$ cat config.mk
export PLATFORM = sky130hd
export DESIGN_NAME = tap_tempo_estimator
export DESIGN_NICKNAME = d
export VERILOG_FILES = /design/src/sv/tte_pkg.sv /design/src/sv/tap_tempo_estimator.sv
export SDC_FILE = /design/constraint.sdc
export NUM_CORES = 2
export LEC_CHECK = 0
export ABC_AREA = 1
export BUFFER_PORTS_ARGS = -buffer_cell sky130_fd_sc_hd__buf_2
export CAP_MARGIN = 20
export CORE_UTILIZATION = 70
export CTS_BUF_LIST = sky130_fd_sc_hd__clkbuf_4 sky130_fd_sc_hd__clkbuf_8
export DETAILED_ROUTE_END_ITERATION = 16
export PLACE_DENSITY = 0.89
export SLEW_MARGIN = 10
export SYNTH_ARGS = -nofsm -noshare
export SYNTH_HDL_FRONTEND = slang
export SYNTH_SLANG_ARGS = --single-unit
$ cat constraint.sdc
create_clock -name i_clk -period 9.6 [get_ports i_clk]
set_clock_uncertainty 0.1 [all_clocks]
set_input_delay 2.88 -clock i_clk [delete_from_list [all_inputs] [get_ports i_clk]]
set_output_delay 2.88 -clock i_clk [all_outputs]
set_load 0.01 [all_outputs]
$ cat src/sv/tte_pkg.sv
package tte_pkg;

    // Fixed point and counter widths
    localparam int TEMPO_FRAC_BITS = 16;
    localparam int FRAME_BITS      = 48;
    localparam int TEMPO_BITS      = 10 + TEMPO_FRAC_BITS;

    localparam int RATE_W   = 18;
    localparam int UNIT_W   = 7;
    localparam int BPB_W    = 5;
    localparam int STIFF_W  = 8;
    localparam int CFG_W    = 18;
    localparam int CFG_IDX_W = 2;

    localparam int OFF_W    = 16;
    localparam int LEN_W    = 17;
    localparam int BPM_W    = 10;
    localparam int BEAT_W   = 16;
    localparam int BAR_W    = 32;
    localparam int POS_W    = 4;

    // 240 * sample_rate needs RATE_W + 8 bits; shifted left by the fraction
    localparam int NUM_W    = RATE_W + 8 + TEMPO_FRAC_BITS;
    localparam int DVD_W    = NUM_W;
    localparam int SM_W     = TEMPO_BITS + STIFF_W + 1;
    localparam int REM_W    = FRAME_BITS;
    localparam int CNT_W    = $clog2(DVD_W + 1);

    localparam logic [TEMPO_BITS-1:0] TEMPO_MAX = '1;

    // Configuration register indexes
    localparam logic [CFG_IDX_W-1:0] CFG_SAMPLE_RATE = 2'd0;
    localparam logic [CFG_IDX_W-1:0] CFG_BEAT_UNIT   = 2'd1;
    localparam logic [CFG_IDX_W-1:0] CFG_BEATS_BAR   = 2'd2;
    localparam logic [CFG_IDX_W-1:0] CFG_STIFFNESS   = 2'd3;

    // Microcode
    localparam int OP_W = 4;
    localparam int JC_W = 2;
    localparam int PC_W = 4;

    localparam logic [OP_W-1:0] OP_END       = 4'd0;
    localparam logic [OP_W-1:0] OP_TAP_NOW   = 4'd1;
    localparam logic [OP_W-1:0] OP_TAP_INT   = 4'd2;
    localparam logic [OP_W-1:0] OP_DIV       = 4'd3;
    localparam logic [OP_W-1:0] OP_LOAD_BU   = 4'd4;
    localparam logic [OP_W-1:0] OP_RAW_SET   = 4'd5;
    localparam logic [OP_W-1:0] OP_RAW_MAX   = 4'd6;
    localparam logic [OP_W-1:0] OP_BLK_MUL   = 4'd7;
    localparam logic [OP_W-1:0] OP_BLK_LOAD  = 4'd8;
    localparam logic [OP_W-1:0] OP_SMOOTH    = 4'd9;
    localparam logic [OP_W-1:0] OP_REPORT    = 4'd10;
    localparam logic [OP_W-1:0] OP_FRAME_ADV = 4'd11;

    localparam logic [JC_W-1:0] JC_NEXT   = 2'd0;
    localparam logic [JC_W-1:0] JC_ALWAYS = 2'd1;
    localparam logic [JC_W-1:0] JC_TEST   = 2'd2;

    localparam logic [PC_W-1:0] PC_TAP_NOW   = 4'd0;
    localparam logic [PC_W-1:0] PC_TAP_INT   = 4'd1;
    localparam logic [PC_W-1:0] PC_TAP_DIV   = 4'd2;
    localparam logic [PC_W-1:0] PC_LOAD_BU   = 4'd3;
    localparam logic [PC_W-1:0] PC_BU_DIV    = 4'd4;
    localparam logic [PC_W-1:0] PC_RAW_SET   = 4'd5;
    localparam logic [PC_W-1:0] PC_RAW_MAX   = 4'd6;
    localparam logic [PC_W-1:0] PC_BLK_MUL   = 4'd7;
    localparam logic [PC_W-1:0] PC_BLK_LOAD  = 4'd8;
    localparam logic [PC_W-1:0] PC_SM_DIV    = 4'd9;
    localparam logic [PC_W-1:0] PC_SMOOTH    = 4'd10;
    localparam logic [PC_W-1:0] PC_BAR_DIV   = 4'd11;
    localparam logic [PC_W-1:0] PC_REPORT    = 4'd12;
    localparam logic [PC_W-1:0] PC_END       = 4'd13;
    localparam logic [PC_W-1:0] PC_FRAME_ADV = 4'd14;

    typedef struct packed {
        logic [OP_W-1:0] op;
        logic [JC_W-1:0] jc;
        logic [PC_W-1:0] target;
    } t_ctrl;

    function automatic t_ctrl ctrl_rom(input logic [PC_W-1:0] pc);
        t_ctrl w;
        case (pc)
            PC_TAP_NOW:   w = '{op: OP_TAP_NOW,   jc: JC_NEXT,   target: PC_END};
            PC_TAP_INT:   w = '{op: OP_TAP_INT,   jc: JC_TEST,   target: PC_RAW_MAX};
            PC_TAP_DIV:   w = '{op: OP_DIV,       jc: JC_TEST,   target: PC_TAP_DIV};
            PC_LOAD_BU:   w = '{op: OP_LOAD_BU,   jc: JC_NEXT,   target: PC_END};
            PC_BU_DIV:    w = '{op: OP_DIV,       jc: JC_TEST,   target: PC_BU_DIV};
            PC_RAW_SET:   w = '{op: OP_RAW_SET,   jc: JC_ALWAYS, target: PC_END};
            PC_RAW_MAX:   w = '{op: OP_RAW_MAX,   jc: JC_ALWAYS, target: PC_END};
            PC_BLK_MUL:   w = '{op: OP_BLK_MUL,   jc: JC_NEXT,   target: PC_END};
            PC_BLK_LOAD:  w = '{op: OP_BLK_LOAD,  jc: JC_NEXT,   target: PC_END};
            PC_SM_DIV:    w = '{op: OP_DIV,       jc: JC_TEST,   target: PC_SM_DIV};
            PC_SMOOTH:    w = '{op: OP_SMOOTH,    jc: JC_TEST,   target: PC_FRAME_ADV};
            PC_BAR_DIV:   w = '{op: OP_DIV,       jc: JC_TEST,   target: PC_BAR_DIV};
            PC_REPORT:    w = '{op: OP_REPORT,    jc: JC_ALWAYS, target: PC_END};
            PC_FRAME_ADV: w = '{op: OP_FRAME_ADV, jc: JC_ALWAYS, target: PC_END};
            default:      w = '{op: OP_END,       jc: JC_NEXT,   target: PC_END};
        endcase
        return w;
    endfunction

endpackage

$ cat src/sv/tap_tempo_estimator.sv
// A tap transfer keeps the block busy, before the next transfer is taken, through two
// 42-bit serial divisions, or through neither when the interval or beat unit is zero.
// A block end runs the smoothing division, and with a report also the bar division;
// the result enters the output register at the report step, which waits while held.
// Throughput: one item at a time, set by the one-bit-per-cycle shared divider.
// Reset: synchronous, active low; clears the sequencer, all tempo/position state.
module tap_tempo_estimator (
    input  logic                                i_clk,
    input  logic                                i_rst_n,

    // configuration write port
    input  logic                                i_cfg_we,
    input  logic [tte_pkg::CFG_IDX_W-1:0]       i_cfg_index,
    input  logic [tte_pkg::CFG_W-1:0]           i_cfg_data,

    // input channel
    input  logic                                i_in_valid,
    output logic                                o_in_stall,
    input  logic                                i_kind,
    input  logic [tte_pkg::OFF_W-1:0]           i_tap_offset,
    input  logic [tte_pkg::LEN_W-1:0]           i_block_length,

    // output channel
    output logic                                o_out_valid,
    input  logic                                i_out_stall,
    output logic [tte_pkg::BPM_W-1:0]           o_tempo_bpm,
    output logic                                o_moving,
    output logic [tte_pkg::BAR_W-1:0]           o_bar_index,
    output logic [tte_pkg::POS_W-1:0]           o_beat_in_bar,
    output logic [tte_pkg::FRAME_BITS-1:0]      o_frame_position,
    output logic [tte_pkg::OFF_W-1:0]           o_report_offset
);

    localparam int F  = tte_pkg::TEMPO_FRAC_BITS;
    localparam int TB = tte_pkg::TEMPO_BITS;
    localparam int DW = tte_pkg::DVD_W;
    localparam int RW = tte_pkg::REM_W;
    localparam int CW = tte_pkg::CNT_W;

    // ---------------------------------------------------------------------
    // Configuration registers
    // ---------------------------------------------------------------------
    logic [tte_pkg::RATE_W-1:0]  r_sample_rate;
    logic [tte_pkg::UNIT_W-1:0]  r_beat_unit;
    logic [tte_pkg::BPB_W-1:0]   r_beats_per_bar;
    logic [tte_pkg::STIFF_W-1:0] r_stiffness;

    // ---------------------------------------------------------------------
    // Sequencer and captured item
    // ---------------------------------------------------------------------
    logic                        r_busy;
    logic [tte_pkg::PC_W-1:0]    r_pc;
    logic [tte_pkg::OFF_W-1:0]   r_offset;
    logic [tte_pkg::LEN_W-1:0]   r_len;

    // ---------------------------------------------------------------------
    // Architectural state
    // ---------------------------------------------------------------------
    logic [tte_pkg::FRAME_BITS-1:0] r_frame_count;
    logic [tte_pkg::FRAME_BITS-1:0] r_last_tap;
    logic [TB-1:0]                  r_raw;
    logic [TB-1:0]                  r_prev_raw;
    logic [TB-1:0]                  r_smoothed;
    logic [tte_pkg::BPM_W-1:0]      r_reported;
    logic [tte_pkg::BEAT_W-1:0]     r_beat_count;
    logic [tte_pkg::BAR_W-1:0]      r_bar_count;

    // ---------------------------------------------------------------------
    // Datapath scratch: shared restoring divider and smoothing operands
    // ---------------------------------------------------------------------
    logic [RW-1:0]               r_rem;
    logic [DW-1:0]               r_quo;
    logic [RW-1:0]               r_dsr;
    logic [CW-1:0]               r_cnt;
    logic [TB-1:0]               r_avg;
    logic [TB+tte_pkg::STIFF_W-1:0] r_prod;

    logic                        r_out_valid;
    logic [tte_pkg::BPM_W-1:0]   r_o_tempo;
    logic [tte_pkg::BAR_W-1:0]   r_o_bar;
    logic [tte_pkg::POS_W-1:0]   r_o_beat;
    logic [tte_pkg::FRAME_BITS-1:0] r_o_frame;
    logic [tte_pkg::OFF_W-1:0]   r_o_offset;

    // ---------------------------------------------------------------------
    // Combinational helpers
    // ---------------------------------------------------------------------
    tte_pkg::t_ctrl              w_ctrl;
    logic                        w_test;
    logic                        w_hold;
    logic                        w_accept;

    logic [RW:0]                 w_shift;
    logic                        w_ge;
    logic [RW:0]                 w_sub;

    logic [tte_pkg::RATE_W+7:0]  w_rate240;
    logic [DW-1:0]               w_num;
    logic [TB:0]                 w_avg_sum;
    logic [tte_pkg::STIFF_W-1:0] w_stiff;
    logic [tte_pkg::STIFF_W-1:0] w_stiff_m1;
    logic [tte_pkg::BPB_W-1:0]   w_bpb;
    logic [tte_pkg::SM_W-1:0]    w_sm_dvd;

    logic [TB-1:0]               w_sm_new;
    logic [TB-1:0]               w_ref_fx;
    logic [TB-1:0]               w_diff;
    logic                        w_report;
    logic [TB:0]                 w_round_sum;
    logic [TB-F:0]               w_rounded;
    logic [tte_pkg::BPM_W-1:0]   w_rep_new;

    assign w_ctrl   = tte_pkg::ctrl_rom(r_pc);
    assign w_accept = i_in_valid && !r_busy;

    // one restoring step: bring down the next dividend bit, subtract if it fits
    assign w_shift = {r_rem, r_quo[DW-1]};
    assign w_ge    = (w_shift >= {1'b0, r_dsr});
    assign w_sub   = w_shift - {1'b0, r_dsr};

    // tempo numerator 240 * rate * 2^F
    assign w_rate240 = (tte_pkg::RATE_W + 8)'(r_sample_rate) * (tte_pkg::RATE_W + 8)'(240);
    assign w_num     = {w_rate240, {F{1'b0}}};

    // effective stiffness and bar length
    assign w_stiff    = (r_stiffness == '0) ? tte_pkg::STIFF_W'(1) : r_stiffness;
    assign w_stiff_m1 = w_stiff - tte_pkg::STIFF_W'(1);
    assign w_bpb      = (r_beats_per_bar == '0) ? tte_pkg::BPB_W'(1) :
                        (r_beats_per_bar > tte_pkg::BPB_W'(16)) ? tte_pkg::BPB_W'(16) :
                        r_beats_per_bar;

    assign w_avg_sum = {1'b0, r_prev_raw} + {1'b0, r_raw};
    assign w_sm_dvd  = tte_pkg::SM_W'(r_avg) + tte_pkg::SM_W'(r_prod);

    // smoothing result straight out of the divider, and the report decision
    assign w_sm_new    = r_quo[TB-1:0];
    assign w_ref_fx    = {r_reported, {F{1'b0}}};
    assign w_diff      = (w_ref_fx > w_sm_new) ? (w_ref_fx - w_sm_new) : (w_sm_new - w_ref_fx);
    assign w_report    = |w_diff[TB-1:F];
    assign w_round_sum = {1'b0, w_sm_new} + (TB + 1)'(1 << (F - 1));
    assign w_rounded   = w_round_sum[TB:F];
    assign w_rep_new   = w_rounded[TB-F] ? '1 : w_rounded[tte_pkg::BPM_W-1:0];

    // per-step branch condition
    always_comb begin
        case (w_ctrl.op)
            tte_pkg::OP_DIV:     w_test = (r_cnt != CW'(1));
            tte_pkg::OP_TAP_INT: w_test = (r_dsr == r_last_tap) || (r_beat_unit == '0);
            tte_pkg::OP_SMOOTH:  w_test = !w_report;
            default:             w_test = 1'b0;
        endcase
    end

    // report step waits while the previous result still sits unread
    assign w_hold = (w_ctrl.op == tte_pkg::OP_REPORT) && r_out_valid && i_out_stall;

    // ---------------------------------------------------------------------
    // Configuration writes
    // ---------------------------------------------------------------------
    always_ff @(posedge i_clk) begin
        if (!i_rst_n) begin
            r_sample_rate   <= tte_pkg::RATE_W'(48000);
            r_beat_unit     <= tte_pkg::UNIT_W'(4);
            r_beats_per_bar <= tte_pkg::BPB_W'(4);
            r_stiffness     <= tte_pkg::STIFF_W'(1);
        end else if (i_cfg_we) begin
            case (i_cfg_index)
                tte_pkg::CFG_SAMPLE_RATE: r_sample_rate   <= i_cfg_data[tte_pkg::RATE_W-1:0];
                tte_pkg::CFG_BEAT_UNIT:   r_beat_unit     <= i_cfg_data[tte_pkg::UNIT_W-1:0];
                tte_pkg::CFG_BEATS_BAR:   r_beats_per_bar <= i_cfg_data[tte_pkg::BPB_W-1:0];
                tte_pkg::CFG_STIFFNESS:   r_stiffness     <= i_cfg_data[tte_pkg::STIFF_W-1:0];
                default: ;
            endcase
        end
    end

    // ---------------------------------------------------------------------
    // Capture the transferred item; payload needs no reset
    // ---------------------------------------------------------------------
    always_ff @(posedge i_clk) begin
        if (w_accept) begin
            r_offset <= i_tap_offset;
            r_len    <= i_block_length;
        end
    end

    // ---------------------------------------------------------------------
    // Sequencer: step counter with conditional jumps from the control ROM
    // ---------------------------------------------------------------------
    always_ff @(posedge i_clk) begin
        if (!i_rst_n) begin
            r_busy <= 1'b0;
            r_pc   <= tte_pkg::PC_END;
        end else if (!r_busy) begin
            if (w_accept) begin
                r_busy <= 1'b1;
                r_pc   <= i_kind ? tte_pkg::PC_BLK_MUL : tte_pkg::PC_TAP_NOW;
            end
        end else if (!w_hold) begin
            if (w_ctrl.op == tte_pkg::OP_END) begin
                r_busy <= 1'b0;
            end else if ((w_ctrl.jc == tte_pkg::JC_ALWAYS) ||
                         ((w_ctrl.jc == tte_pkg::JC_TEST) && w_test)) begin
                r_pc <= w_ctrl.target;
            end else begin
                r_pc <= r_pc + tte_pkg::PC_W'(1);
            end
        end
    end

    // ---------------------------------------------------------------------
    // Architectural state updates, driven by the current control word
    // ---------------------------------------------------------------------
    always_ff @(posedge i_clk) begin
        if (!i_rst_n) begin
            r_frame_count <= '0;
            r_last_tap    <= '0;
            r_raw         <= '0;
            r_prev_raw    <= '0;
            r_smoothed    <= '0;
            r_reported    <= '0;
            r_beat_count  <= '0;
            r_bar_count   <= '0;
        end else if (r_busy && !w_hold) begin
            case (w_ctrl.op)
                tte_pkg::OP_TAP_INT: begin
                    // r_dsr still holds the tap frame here
                    r_last_tap   <= r_dsr;
                    r_beat_count <= r_beat_count + tte_pkg::BEAT_W'(1);
                end
                tte_pkg::OP_RAW_SET: begin
                    r_raw <= (|r_quo[DW-1:TB]) ? tte_pkg::TEMPO_MAX : r_quo[TB-1:0];
                end
                tte_pkg::OP_RAW_MAX: begin
                    r_raw <= tte_pkg::TEMPO_MAX;
                end
                tte_pkg::OP_BLK_LOAD: begin
                    r_prev_raw <= r_raw;
                end
                tte_pkg::OP_SMOOTH: begin
                    r_smoothed <= w_sm_new;
                    if (w_report) begin
                        r_reported <= w_rep_new;
                    end
                end
                tte_pkg::OP_REPORT: begin
                    r_bar_count   <= r_bar_count + tte_pkg::BAR_W'(r_quo[tte_pkg::BEAT_W-1:0]);
                    r_beat_count  <= r_rem[tte_pkg::BEAT_W-1:0];
                    r_frame_count <= r_frame_count + tte_pkg::FRAME_BITS'(r_len);
                end
                tte_pkg::OP_FRAME_ADV: begin
                    r_frame_count <= r_frame_count + tte_pkg::FRAME_BITS'(r_len);
                end
                default: ;
            endcase
        end
    end

    // ---------------------------------------------------------------------
    // Divider and scratch registers
    // ---------------------------------------------------------------------
    always_ff @(posedge i_clk) begin
        if (r_busy && !w_hold) begin
            case (w_ctrl.op)
                tte_pkg::OP_TAP_NOW: begin
                    // park the tap frame in the divisor register for one step
                    r_dsr <= r_frame_count + tte_pkg::FRAME_BITS'(r_offset);
                end
                tte_pkg::OP_TAP_INT: begin
                    r_dsr <= r_dsr - r_last_tap;
                    r_rem <= '0;
                    r_quo <= w_num;
                    r_cnt <= CW'(DW);
                end
                tte_pkg::OP_DIV: begin
                    r_rem <= w_ge ? w_sub[RW-1:0] : w_shift[RW-1:0];
                    r_quo <= {r_quo[DW-2:0], w_ge};
                    r_cnt <= r_cnt - CW'(1);
                end
                tte_pkg::OP_LOAD_BU: begin
                    r_dsr <= RW'(r_beat_unit);
                    r_rem <= '0;
                    r_cnt <= CW'(DW);
                end
                tte_pkg::OP_BLK_MUL: begin
                    r_avg  <= w_avg_sum[TB:1];
                    r_prod <= (TB + tte_pkg::STIFF_W)'(r_smoothed) *
                              (TB + tte_pkg::STIFF_W)'(w_stiff_m1);
                end
                tte_pkg::OP_BLK_LOAD: begin
                    r_dsr <= RW'(w_stiff);
                    r_rem <= '0;
                    r_quo <= DW'(w_sm_dvd) << (DW - tte_pkg::SM_W);
                    r_cnt <= CW'(tte_pkg::SM_W);
                end
                tte_pkg::OP_SMOOTH: begin
                    // beats into bars: beat_count / bpb
                    r_dsr <= RW'(w_bpb);
                    r_rem <= '0;
                    r_quo <= DW'(r_beat_count) << (DW - tte_pkg::BEAT_W);
                    r_cnt <= CW'(tte_pkg::BEAT_W);
                end
                default: ;
            endcase
        end
    end

    // ---------------------------------------------------------------------
    // Output register: drop on transfer, load on the report step
    // ---------------------------------------------------------------------
    always_ff @(posedge i_clk) begin
        if (!i_rst_n) begin
            r_out_valid <= 1'b0;
        end else if (r_busy && !w_hold && (w_ctrl.op == tte_pkg::OP_REPORT)) begin
            r_out_valid <= 1'b1;
        end else if (!i_out_stall) begin
            r_out_valid <= 1'b0;
        end
    end

    always_ff @(posedge i_clk) begin
        if (r_busy && !w_hold && (w_ctrl.op == tte_pkg::OP_REPORT)) begin
            r_o_tempo  <= r_reported;
            r_o_bar    <= r_bar_count + tte_pkg::BAR_W'(r_quo[tte_pkg::BEAT_W-1:0]);
            r_o_beat   <= r_rem[tte_pkg::POS_W-1:0];
            r_o_frame  <= r_frame_count;
            r_o_offset <= (r_len == '0) ? '0 :
                          r_len[tte_pkg::OFF_W-1:0] - tte_pkg::OFF_W'(1);
        end
    end

    assign o_in_stall       = r_busy;
    assign o_out_valid      = r_out_valid;
    assign o_tempo_bpm      = r_o_tempo;
    assign o_moving         = (r_o_tempo != '0);
    assign o_bar_index      = r_o_bar;
    assign o_beat_in_bar    = r_o_beat;
    assign o_frame_position = r_o_frame;
    assign o_report_offset  = r_o_offset;

endmodule

* After elaboration in Yosys (flattened, before gate mapping)
Memory sizes are Yosys's and may differ from the RTL's. A register that Yosys moved wholly into a read port is not among the register bits.
Cells that the tools add are included.
** Word-level totals
- Bits in registers :: 623
- Bits in read-only memories :: 160
- Bits of input ports :: 59
- Memories :: 1
** Memory list
- (no name shown) :: words 16, width 10, read ports 1, clocked after Yosys merged registers in 1, wr ports 0, line tte_pkg.sv:83 : case (pc)
** Operators by class
- Add/subtract/negate cells :: 15
- Multiply operators :: 2
- Order comparisons :: 3
- Equal/unequal tests :: 21
- Multiplexer cells :: 28
- Reductions and logical operators :: 48
** Operator list (count)
- case mux 48 bit (5 select lines) :: 1
- case mux 42 bit (4 select lines) :: 1
- case mux 48 bit (2 select lines) :: 1
- subtractor 48 bit :: 2
- 2-to-1 mux 26 bit :: 2
- case mux 26 bit (2 select lines) :: 1
- subtractor 26 bit :: 2
- >= comparator 49 x 48 -> 1 bit :: 1
- adder 48 x 16 -> 48 bit :: 1
- adder 48 x 17 -> 48 bit :: 1
- equality test 48 bit :: 1
- 2-to-1 mux 48 bit :: 1
- adder 26 x 34 -> 35 bit :: 1
- multiplier 26 x 8 -> 34 bit :: 1
- adder 32 x 16 -> 32 bit :: 1
- case mux 16 bit (2 select lines) :: 1
- AND reduction 2 bit :: 16
- 2-to-1 mux 4 bit :: 7
- adder 26 x 16 -> 27 bit (second input constant) :: 1
- adder 26 x 26 -> 27 bit :: 1
- greater-than comparator 26 bit :: 1
- case mux 6 bit (4 select lines) :: 1
- multiplier 18 x 4 -> 22 bit (second input constant) :: 1
- logical NOT 17 bit :: 1
- 38 further kinds :: 69

* Depth between registers and ports, before layout
- Word-level depth :: 13
- Mapped depth :: 42
- Depth with buffers taken out :: 42

* Least setup slack after synthesis
No wires, ideal clock.
- Path kind :: input port to flip-flop
- Start point :: in i_out_stall
- End point :: reg r_bar_count[27] (netlist name)
- Setup time :: 0.057 ns
- Arrival :: 7.097 ns
- Setup slack :: 2.346 ns
- Cell stages on the path :: 9
- Cells stage by stage :: nand3_1 nand2_1 inv_2 nand2_1 inv_2 clkbuf_1 o21ai_0 o21bai_1 inv_1
** Between the ends
- Longest elaborated chain between the ends :: 4
** RTL lines
- from (decl) :: line tap_tempo_estimator.sv:25 : input logic i_out_stall,
- logical AND 1 bit :: line tap_tempo_estimator.sv:155 : assign w_hold = (w_ctrl.op == tte_pkg::OP_REPORT) && r_out_valid && i_out_stall;
- logical NOT 1 bit :: line tap_tempo_estimator.sv:224 : end else if (r_busy && !w_hold) begin
- logical AND 1 bit :: line tap_tempo_estimator.sv:224
- AND reduction 2 bit (no line)
- to (signal assigned) :: line tap_tempo_estimator.sv:247 : r_bar_count <= r_bar_count + tte_pkg::BAR_W'(r_quo[tte_pkg::BEAT_W-1:0]);
- to (decl) :: line tap_tempo_estimator.sv:66 : logic [tte_pkg::BAR_W-1:0] r_bar_count;
Every way passes these cells.
A chain may end at the register's enable or synchronous reset.

* Worst setup path in the final report
- Start point :: reg r_stiffness[4] (netlist name)
- End point :: reg r_prod[31] (netlist name) (data pin)
** Between the ends
- Longest elaborated chain between the ends :: 4
** RTL lines
- from (decl) :: line tap_tempo_estimator.sv:46 : logic [tte_pkg::STIFF_W-1:0] r_stiffness;
- from (signal assigned) :: line tap_tempo_estimator.sv:165 : r_stiffness <= tte_pkg::STIFF_W'(1);
- from (signal assigned) :: line tap_tempo_estimator.sv:171 : tte_pkg::CFG_STIFFNESS: r_stiffness <= i_cfg_data[tte_pkg::STIFF_W-1:0];
- logical NOT 8 bit :: line tap_tempo_estimator.sv:126 : assign w_stiff = (r_stiffness == '0) ? tte_pkg::STIFF_W'(1) : r_stiffness;
- 2-to-1 mux 8 bit (*) :: line tap_tempo_estimator.sv:126
- subtractor 8 x 1 -> 8 bit (*) :: line tap_tempo_estimator.sv:127 : assign w_stiff_m1 = w_stiff - tte_pkg::STIFF_W'(1);
- multiplier 26 x 8 -> 34 bit (*) :: line tap_tempo_estimator.sv:287 : r_prod <= (TB + tte_pkg::STIFF_W)'(r_smoothed) *
- to (signal assigned) :: line tap_tempo_estimator.sv:287
- to (decl) :: line tap_tempo_estimator.sv:76 : logic [TB+tte_pkg::STIFF_W-1:0] r_prod;
Mark *: on every way between the ends. The rest lies on a longest branch, timed or not.

==> flow_summary.toml <==
[timing]
post-route-min-period_ps = 7341
finalHoldViolCount = 0
tns_ps = 0
slew_headroom_pct = 24.99
fmax_mhz = 136.2
finalSetupViolations = 0
period_share_pct = 76.47
worstMarginPinSlew_ps = 1124
rsz0062_at_grt = "no"
slew_violations = 0

[cts]
cts_sinks = 633
clk_pin_slew_worst_paths_ps = 60
ctsHtreeMaxLevel = 3
cts_setup_buffers = 0
cts_tree = "built"
cts_root_buf = "clkbuf_8"
cts_resized = 0
postCtsHoldBufs = 0
clkLatencyLatePin_ps = 770
numCtsBuffers = 106
clock_path_buffers = 3

[placed_design]
numPortBuffers = 171
place_hpwl_um = 94820
gp_congestion = 0.9826
placedCellCount = 6412

[logic_synthesis]
synth_compound_area_share_pct = 16.38
synthTopCellsByArea = "edfxtp_1 (24%), dfxtp_1 (13%), ha_1 (8.7%)"
synth_top_family_by_area = "simple AND/OR/NAND/NOR gates"
yosysMostFrequentCell = "nand2_1"
synth_top_area_cell = "edfxtp_1"
async_flop_share_pct = 0
ys_dominant_reg_cell = "edfxtp_1"
synth_common_cells = "nand2_1 (947), inv_1 (809), a21oi_1 (590)"
ys.warnings.count = 0
yosys.area.top_type_share_pct = 23.56
syn_inst = 5511
syn_area_per_cell_um2 = 8.026
synthSimpleGateAreaFrac_pct = 17.77
synth_cell_types = 65
synthAdderAreaFrac_pct = 17.03
synthMuxAreaShare_pct = 0.02263
syn_area_mm2 = 0.04423
synthesis.nets = 6061
ys_seq_area_share_pct = 36.50
yosys_register_bits = 633
synthXorXnorAreaFrac_pct = 4.178
synth-edff-count = 347

[setup_path]
critPathMaxStageDelay_ps = 600
cp_slowest_cell = "inv_1"
startpoint_type = "flop"
path_class = "reg -> reg"
cp.required_ps = 9970
cp_common_cell = "inv_1"
r2r_start = "r_stiffness[4]"
critical_path.startpoint = "r_stiffness[4]"
cp.arrival_ps = 7710
path_max_fanout = 21
endpoint_kind = "flop"

[detailed_routing]
drt_iter0_drc = 4258
drcViolationCount = 0
wire_per_inst_um = 19.38
vias_per_cell = 6.085
ant_nets = 0
wl_um = 128400
drtPass1Iterations = 9
dr_total_vias = 40310

[min_path]
hold_class = "reg -> reg"
hp-start = "r_last_tap[38]"

[job]
drv_cap = 0

[grt]
grt-ovfl-total = 0
groute.usage.overall_pct = 40.10
grt_pass1_vias = 39203
grt_max_degree = 98
antenna_found_initial = 9
grt_first_pass_wirelength_um = 202800

[run_status]
status = "finished, final reports clean"

[power_and_ir_drop]
total_leakage_power_nw = 21.18
p_total_mw = 9.045
peakVddDrop_mv = 0.1540
p_per_area_mw_per_mm2 = 187.2

[floorplan]
die_h_um = 253.4
core-area_mm2 = 0.06205
rows = 91
die_w_um = 253.4
initial_core_util_pct = 71.28
pin_count = 172
dieArea_mm2 = 0.06420

[final_layout]
area.growth.synth_to_final_pct = 9.218
final_layout_size_suffix_gt1_share_pct = 8.117
final_cells = 6624
fill_cells = 4408
nNetsFinal = 6235
-- registers in the layout, indices dropped and copies added, names as in the netlist, 10 cells and up --
signal            count
r_rem                48
r_len                17
o_frame_position     48
r_bar_count          32
r_beat_count         16
r_smoothed           26
o_bar_index          32
r_offset             16
o_tempo_bpm          10
r_reported           10
r_dsr                48
r_prev_raw           26
w_ctrl               10
r_avg                26
r_frame_count        48
r_raw                26
o_report_offset      16
r_sample_rate        18
r_last_tap           48
r_prod               34
r_quo                42
-- worst paths after layout --
| kind | slack (ps) | endpoint | cells after the start |
|---|---|---|---|
| worst max register to register | 2260 | r_prod[31] | 29 |
| worst max-delay path | 2260 | r_prod[31] | 29 |
| worst min register to register | 360 | r_last_tap[38] | 2 |
| worst min-delay path | 360 | r_last_tap[38] | 2 |
-- where the power goes --
| part | total [mW] | switching (mW) | leakage (nW) | internal, mW |
|---|---|---|---|---|
| clock network | 2.67 | 1.20 | 1.25 | 1.47 |
| logic | 2.94 | 1.95 | 14.3 | 0.985 |
| registers | 3.44 | 0.218 | 5.59 | 3.22 |
-- final cells by class --
class	instances	area (um^2)	share of cell area, %
Multi-Input combinational cell	3924	24570	50.87
Inverter	821	3087	6.389
Tap cell	837	1047	2.168
Clock inverter	42	374.1	0.7744
Sequential cell	633	16150	33.42
Timing Repair Buffer	199	1085	2.245
Clock buffer	159	1976	4.089
Antenna cell	9	22.52	0.04662
-- cells by family (layout without fill, tap and decap cells) --
| kind of cell | Yosys count | in the layout |
|---|---|---|
| simple gates | 1901 | 1901 |
| compound gates | 1320 | 1320 |
| buf+inv | 954 | 1221 |
| flops | 633 | 633 |
| fa+ha+maj | 491 | 491 |
| xor+xnor | 211 | 211 |
| mux | 1 | 1 |
| other cells | 0 | 9 |
-- critical path: cells and delay by family, from the launching register on --
family / cells / cell delay, ps
compound gates: 6 / 1320
fa+ha+maj: 6 / 2810
flops: 1 / 340
buf+inv: 6 / 900
simple gates: 9 / 1310
xor+xnor: 2 / 280
-- through the flow --
step / setup slack [ps] / cell area, um^2 / hold slack, ps / util (%)
after floorplan: 2346 / 44230 / 329.6 / -
after detailed placement: 2436 / 45910 / 347.7 / 73.99
after global placement: 1834 / 45900 / 344.0 / 73.98
after CTS: 2375 / 48260 / 363.6 / 77.77
after global routing: 1675 / 48310 / 375.4 / 77.85
final: 2259 / 48310 / 358.9 / 77.85
-- cells in the final DEF, fill, tap and decap left out, types with 46 or more instances in the layout --
cell type	synthesis	layout
a21oi_1	590	587
a31oi_1	46	46
buf_2	7	170
clkbuf_8	0	125
dfxtp_1	286	286
edfxtp_1	347	347
fa_1	185	185
ha_1	306	306
inv_1	809	808
nand2_1	947	946
nand3_1	204	203
nor2_1	559	555
nor3_1	58	57
o21ai_0	462	461
xnor2_1	86	86
xor2_1	125	125
-- metal layers --
layer | global-route usage, % | wire, um | vias up | share of wire, %
li1 | - | - | 18783 | -
met1 | 47.23 | 47090 | 18879 | 37
met2 | 66.84 | 60600 | 2084 | 47
met3 | 7.268 | 11100 | 564 | 8.6
met4 | 27.06 | 9601 | 0 | 7.5
met5 | 0 | 0 | - | 0
No activity file was read; power rests on OpenSTA's default activity.
